<file path="src/sv/tmu_pkg.sv">
`timescale 1ns / 1ps
// ----------------------------------------------------------------------------
// tmu_pkg
// Shared types, codes and the 32-bit clamp of the 4x4 transform unit.
// ----------------------------------------------------------------------------
package tmu_pkg;

    // Operation codes carried in the input tuser field.
    typedef enum logic [2:0] {
        FN_IDENT = 3'd0,
        FN_LOAD  = 3'd1,
        FN_STAGE = 3'd2,
        FN_MUL   = 3'd3,
        FN_QUAT  = 3'd4,
        FN_TRANS = 3'd5,
        FN_READ  = 3'd6
    } t_func;

    typedef enum logic [3:0] {
        ST_IDLE,
        ST_QUAT,
        ST_OPRD,
        ST_OPLD,
        ST_RUN,
        ST_DRAIN,
        ST_WB,
        ST_RD,
        ST_OUT
    } t_state;

    // One column of four 32-bit elements, row 0 in the low word.
    typedef logic [3:0][31:0] t_col;

    // Control of the multiply-accumulate lanes for one issued column read.
    typedef struct packed {
        logic       valid;
        logic       clr;
        logic       transpose;
        logic [1:0] k;
        logic [1:0] sel;
    } t_mac_ctl;

    localparam logic signed [63:0] SAT_HI = 64'sd2147483647;
    localparam logic signed [63:0] SAT_LO = -64'sd2147483648;

    // Clamp to 32 bits; bit 32 of the result flags a clamp.
    function automatic logic [32:0] sat32(input logic signed [63:0] v);
        logic [32:0] res;
        if (v > SAT_HI) begin
            res = {1'b1, 32'h7FFF_FFFF};
        end else if (v < SAT_LO) begin
            res = {1'b1, 32'h8000_0000};
        end else begin
            res = {1'b0, v[31:0]};
        end
        return res;
    endfunction

endpackage

</file>
<file path="src/sv/tmu_quat.sv">
`timescale 1ns / 1ps
// ----------------------------------------------------------------------------
// tmu_quat
// Forms the ten quaternion products with one multiplier and gives the
// selected column of the rotation matrix.
// ----------------------------------------------------------------------------
module tmu_quat #(
    parameter int FRAC_BITS = 16
) (
    input  logic          i_clk,
    input  logic          i_rst_n,
    input  logic          i_start,
    input  tmu_pkg::t_col i_q,
    input  logic [1:0]    i_sel,
    output logic          o_done,
    output tmu_pkg::t_col o_col,
    output logic          o_sat
);
    import tmu_pkg::*;

    localparam int PW = 64 - FRAC_BITS;
    localparam int SW = PW + 2;
    localparam logic [31:0] ONE = 32'd1 << FRAC_BITS;

    // Product slots and quaternion components (w, x, y, z).
    localparam logic [3:0] P_WW = 4'd0, P_XX = 4'd1, P_YY = 4'd2, P_ZZ = 4'd3;
    localparam logic [3:0] P_XY = 4'd4, P_XZ = 4'd5, P_YZ = 4'd6;
    localparam logic [3:0] P_WX = 4'd7, P_WY = 4'd8, P_WZ = 4'd9;
    localparam logic [1:0] Q_W = 2'd0, Q_X = 2'd1, Q_Y = 2'd2, Q_Z = 2'd3;

    t_col                 r_q;
    logic                 r_run;
    logic [3:0]           r_step;
    logic                 r_pv;
    logic [3:0]           r_pidx;
    logic signed [63:0]   r_pr;
    logic signed [PW-1:0] r_prod [10];
    logic                 r_done;
    logic [1:0]           s_a, s_b;
    logic signed [SW-1:0] e [10];
    logic signed [SW-1:0] s_el [3];
    logic [32:0]          s_clamp [3];

    always_comb begin
        case (r_step)
            P_WW:    begin s_a = Q_W; s_b = Q_W; end
            P_XX:    begin s_a = Q_X; s_b = Q_X; end
            P_YY:    begin s_a = Q_Y; s_b = Q_Y; end
            P_ZZ:    begin s_a = Q_Z; s_b = Q_Z; end
            P_XY:    begin s_a = Q_X; s_b = Q_Y; end
            P_XZ:    begin s_a = Q_X; s_b = Q_Z; end
            P_YZ:    begin s_a = Q_Y; s_b = Q_Z; end
            P_WX:    begin s_a = Q_W; s_b = Q_X; end
            P_WY:    begin s_a = Q_W; s_b = Q_Y; end
            default: begin s_a = Q_W; s_b = Q_Z; end
        endcase
    end

    always_ff @(posedge i_clk) begin
        if (!i_rst_n) begin
            r_run  <= 1'b0;
            r_step <= '0;
            r_pv   <= 1'b0;
            r_done <= 1'b0;
        end else begin
            r_pv   <= r_run;
            r_done <= r_pv && (r_pidx == P_WZ);
            if (i_start) begin
                r_run  <= 1'b1;
                r_step <= '0;
            end else if (r_run) begin
                r_step <= r_step + 4'd1;
                if (r_step == P_WZ) begin
                    r_run <= 1'b0;
                end
            end
        end
    end

    always_ff @(posedge i_clk) begin
        if (i_start) begin
            r_q <= i_q;
        end
        if (r_run) begin
            r_pr   <= $signed(r_q[s_a]) * $signed(r_q[s_b]);
            r_pidx <= r_step;
        end
        if (r_pv) begin
            r_prod[r_pidx] <= PW'(r_pr >>> FRAC_BITS);
        end
    end

    always_comb begin
        for (int i = 0; i < 10; i++) begin
            e[i] = SW'(r_prod[i]);
        end
        case (i_sel)
            2'd0: begin
                s_el[0] = e[P_WW] + e[P_XX] - e[P_YY] - e[P_ZZ];
                s_el[1] = (e[P_XY] <<< 1) + (e[P_WZ] <<< 1);
                s_el[2] = (e[P_XZ] <<< 1) - (e[P_WY] <<< 1);
            end
            2'd1: begin
                s_el[0] = (e[P_XY] <<< 1) - (e[P_WZ] <<< 1);
                s_el[1] = e[P_WW] - e[P_XX] + e[P_YY] - e[P_ZZ];
                s_el[2] = (e[P_YZ] <<< 1) + (e[P_WX] <<< 1);
            end
            2'd2: begin
                s_el[0] = (e[P_XZ] <<< 1) + (e[P_WY] <<< 1);
                s_el[1] = (e[P_YZ] <<< 1) - (e[P_WX] <<< 1);
                s_el[2] = e[P_WW] - e[P_XX] - e[P_YY] + e[P_ZZ];
            end
            default: begin
                s_el[0] = '0;
                s_el[1] = '0;
                s_el[2] = '0;
            end
        endcase
        o_sat = 1'b0;
        for (int r = 0; r < 3; r++) begin
            s_clamp[r] = sat32(64'(s_el[r]));
            o_col[r]   = s_clamp[r][31:0];
            o_sat      = o_sat | s_clamp[r][32];
        end
        o_col[3] = (i_sel == 2'd3) ? ONE : 32'd0;
    end

    assign o_done = r_done;

endmodule

</file>
<file path="config.mk">
export PLATFORM = sky130hd
export DESIGN_NAME = tmu_quat
export DESIGN_NICKNAME = d
export VERILOG_FILES = /design/src/sv/tmu_pkg.sv /design/src/sv/tmu_quat.sv
export SDC_FILE = /design/constraint.sdc
export NUM_CORES = 2
export LEC_CHECK = 0
export CAP_MARGIN = 20
export CORE_MARGIN = 4
export CORE_UTILIZATION = 40
export DETAILED_ROUTE_END_ITERATION = 16
export DONT_BUFFER_PORTS = 1
export PLACE_DENSITY_LB_ADDON = 0.15
export SETUP_SLACK_MARGIN = 0.4
export SYNTH_ARGS = -nofsm -noshare
export SYNTH_HDL_FRONTEND = slang
export SYNTH_SLANG_ARGS = --single-unit
</file>
<file path="constraint.sdc">
create_clock -name i_clk -period 10.8 [get_ports i_clk]
set_input_delay 1.08 -clock i_clk [delete_from_list [all_inputs] [get_ports i_clk]]
set_output_delay 1.08 -clock i_clk [all_outputs]
set_load 0.05 [all_outputs]
</file>
==> results.md <==
- Post-synthesis register bit count: 671
- Endpoint class of the critical path: output pin
- Actual slew at the worst max-slew pin: 1.07 ns
- Hold WC Path Type: in2reg
- Ys Warns: 0
- Num rows: 176
- H-tree depth: 3
- Crit Path Category: reg2out
- Routed length per instance: 25.9 µm
- Initial antenna violation count: 7
- Distinct cell type count after synthesis: 121
- Setup Viol. Count Final: 0
- Synth Area per Inst: 9.38 µm²
- Die Area: 240000 µm²
- First-pass GRT wire length: 490000 µm
- Fillers: 22400
- Critical Path Fanout Max: 31
- Hold depth: 0
- Hold_buf cts: 0
- Detailed Route WL: 333000 µm
- Critical path required time: 9.72 ns
- Chip height: 490 µm
- Initial Util: 40.3%
- Clk pin slew, worst setup/hold paths: 0.09 ns
- Grt ovf: 0
- WP depth: 33
- Initial DRT Pass Iterations: 6
- Reg2Reg Depth: 32
- Setup TNS: 0 ns
- Nets: 11900
- Max Cap Viol: 0
- Vias in the first global route: 75700
- Arr. time, crit path: 8.95 ns
- Max-slew violations: 0
- Clk sinks: 671
- Status: finished clean
- WP buf/inv: 4
- Root buffer cell: clkbuf_16
- # port buffers: 0
- Io pins: 263
- Post-DRT Antenna Nets: 0
- Critical Path Start Type: flop
- Post-Syn Area: 93000 µm²
- Max Buffers Root-to-Sink: 3
- Post-synth EDFFs: 660
- Die Wd: 490 µm
- CTS tree: done
- Cell family with most CP delay: compound AO/OA/AOI/OAI gates
- Drc violations: 0
- Via Count: 72800
- Core box area: 231000 µm²
- Critical Path Slowest Stage Cell: or4_1
- Unrepaired setup endpoints after global routing: no
- Crit path largest cell delay: 0.60 ns
- Most frequent CP cell: a21o_1
- Post-synth top flop: edfxtp_1
- Vias per std cell: 5.65
- Routability cong.: 0.978
- Slew margin rel.: 28.7%
- Pin count of the biggest net entering global routing: 168
- Share of flip-flops with an asynchronous set or reset: 0%
- HPWL Detailed: 269000 µm
- Area growth from synthesis to layout: 7.67%
- Global Route Usage Sum: 27.1%
- Cells after synthesis: 9924
- Clock Latency Late Sink: 0.77 ns
- Ratio of cells with drive above 1 in the final layout: 6.19%
- Total CTS buffers: 84
- Sequential fraction of the synthesis area: 21.5%
- Final hold violation count: 0
- Drt initial violations: 6146
- Clock Skew: 0.0884 ns
- Period Utilization, post-route: 92.9%
- Tmin final: 10.03 ns
- Max Clock Freq: 0.0997 GHz
[path summary, 6_finish.rpt]
| check | start | slack [ns] | end |
|---|---|---|---|
| max | r_prod[0][0]$_DFFE_PP_ | 0.77 | o_col[48] |
| min | i_q[122] | 0.42 | r_q[122]$_DFFE_PP_ |
| max reg2reg | s_b[1]$_SDFF_PP1_ | 0.94 | r_pr[63]$_DFFE_PP_ |
| min reg2reg | r_step[3]$_SDFFE_PP0P_ | 0.61 | r_pidx[3]$_DFFE_PP_ |
[flip-flops by register name (all words and copies together), names as in the netlist, 2 cells and up]
signal  cells
r_pr       48
s_b         2
s_a         2
r_prod    480
r_pidx      4
r_q       128
r_step      4
[cells in the final DEF, fill, tap and decap left out, types with 84 or more instances in the layout]
| master | instances |
|---|---|
| inv_1 | 1644 |
| fa_1 | 1283 |
| nand2_1 | 1161 |
| ha_1 | 664 |
| edfxtp_1 | 660 |
| a21oi_1 | 598 |
| nor2_1 | 582 |
| xnor2_1 | 330 |
| o21ai_0 | 297 |
| a21o_1 | 247 |
| buf_4 | 224 |
| and2_1 | 128 |
| xor2_1 | 119 |
| nand3_1 | 106 |
| nor3_1 | 103 |
| nand4_1 | 94 |
| nor2b_1 | 93 |
| o21bai_1 | 85 |
| clkbuf_16 | 84 |
[per-layer routing]
metal	GRT usage [%]	part of all wire (%)	routed length, µm	vias to the layer above
met2	44.1	46	153000	2761
met1	37.1	43	144000	37100
li1	-	-	-	32500
met5	0	0.0063	21	-
met3	3.51	6.7	22400	509
met4	9.73	4.2	14000	4
[cell families after synthesis]
group	share of synthesized area, %
XOR/XNOR	4.27
AO/OA/AOI/OAI	14.0
other	0.00403
AND/OR/NAND/NOR	12.7
buffers and inverters	8.96
adder cells (fa/ha/maj)	36.6
multiplexers	1.92
flip-flops	21.5
[cell type report]
type	instances	area [µm²]	share of cell area, %
multi-input combinational	7138	65200	65.1
sequential	671	20100	20.0
inverter	1656	6220	6.21
tap	3026	3790	3.78
clock buffer	86	2110	2.11
timing repair buffer	235	1890	1.88
clock inverter	71	865	0.863
antenna	9	22.5	0.0225
[through the flow]
step	utilization, %	worst slack (ns)	instances	area, µm²	hold slack, ns
after detailed placement	41.9	0.773	12700	96700	0.628
final	43.4	0.770	12900	100000	0.421
after floorplan	-	1.17	9954	93200	0.450
after CTS	43.2	0.371	12900	99700	0.340
after global routing	43.4	0.359	12900	100000	0.370
after global placement	41.9	0.852	12700	96700	0.615
[cells in the mapped netlist (16+ instances only)]
| master | count | area share, % |
|---|---|---|
| fa_1 | 1283 | 28 |
| buf_2 | 62 | 0.33 |
| edfxtp_1 | 660 | 21 |
| buf_4 | 38 | 0.31 |
| nor4_1 | 61 | 0.41 |
| xnor2_1 | 334 | 3.1 |
| a21oi_1 | 603 | 3.2 |
| inv_1 | 1647 | 6.6 |
| o2111ai_1 | 17 | 0.16 |
| o21ai_1 | 48 | 0.26 |
| ha_1 | 668 | 9.0 |
| nand2_1 | 1162 | 4.7 |
| or4_1 | 16 | 0.13 |
| mux4_2 | 57 | 1.4 |
| nor2_1 | 593 | 2.4 |
| xor2_1 | 120 | 1.1 |
| nor3_1 | 107 | 0.58 |
| a211o_1 | 23 | 0.22 |
| and2_1 | 128 | 0.86 |
| nand3_1 | 108 | 0.58 |
| a211oi_1 | 71 | 0.57 |
| a22oi_1 | 22 | 0.18 |
| clkbuf_1 | 343 | 1.4 |
| mux2i_1 | 34 | 0.37 |
| and3_1 | 49 | 0.33 |
| or2_2 | 17 | 0.11 |
| o21ai_0 | 319 | 1.7 |
| nand2b_1 | 75 | 0.50 |
| o211ai_1 | 57 | 0.46 |
| nor2b_1 | 93 | 0.63 |
| or3_1 | 18 | 0.12 |
| a31oi_1 | 68 | 0.46 |
| nand4_1 | 94 | 0.63 |
| o21bai_1 | 85 | 0.69 |
| o31ai_1 | 54 | 0.44 |
| a21boi_0 | 17 | 0.14 |
| a21o_1 | 247 | 2.0 |
| o21a_1 | 62 | 0.50 |
| a221oi_1 | 27 | 0.25 |
| o22ai_1 | 57 | 0.38 |
| buf_1 | 40 | 0.16 |
[what timing repair did]
action,in CTS,in global routing
resized for setup,6,56
pin swaps,0,6
gates cloned,0,4
setup buffers,0,13
endpoints found under the setup margin,32,65
Power is left out: the tool's default activity adds up to more than one toggle a clock period on the data nets, which glitch-free logic cannot reach.
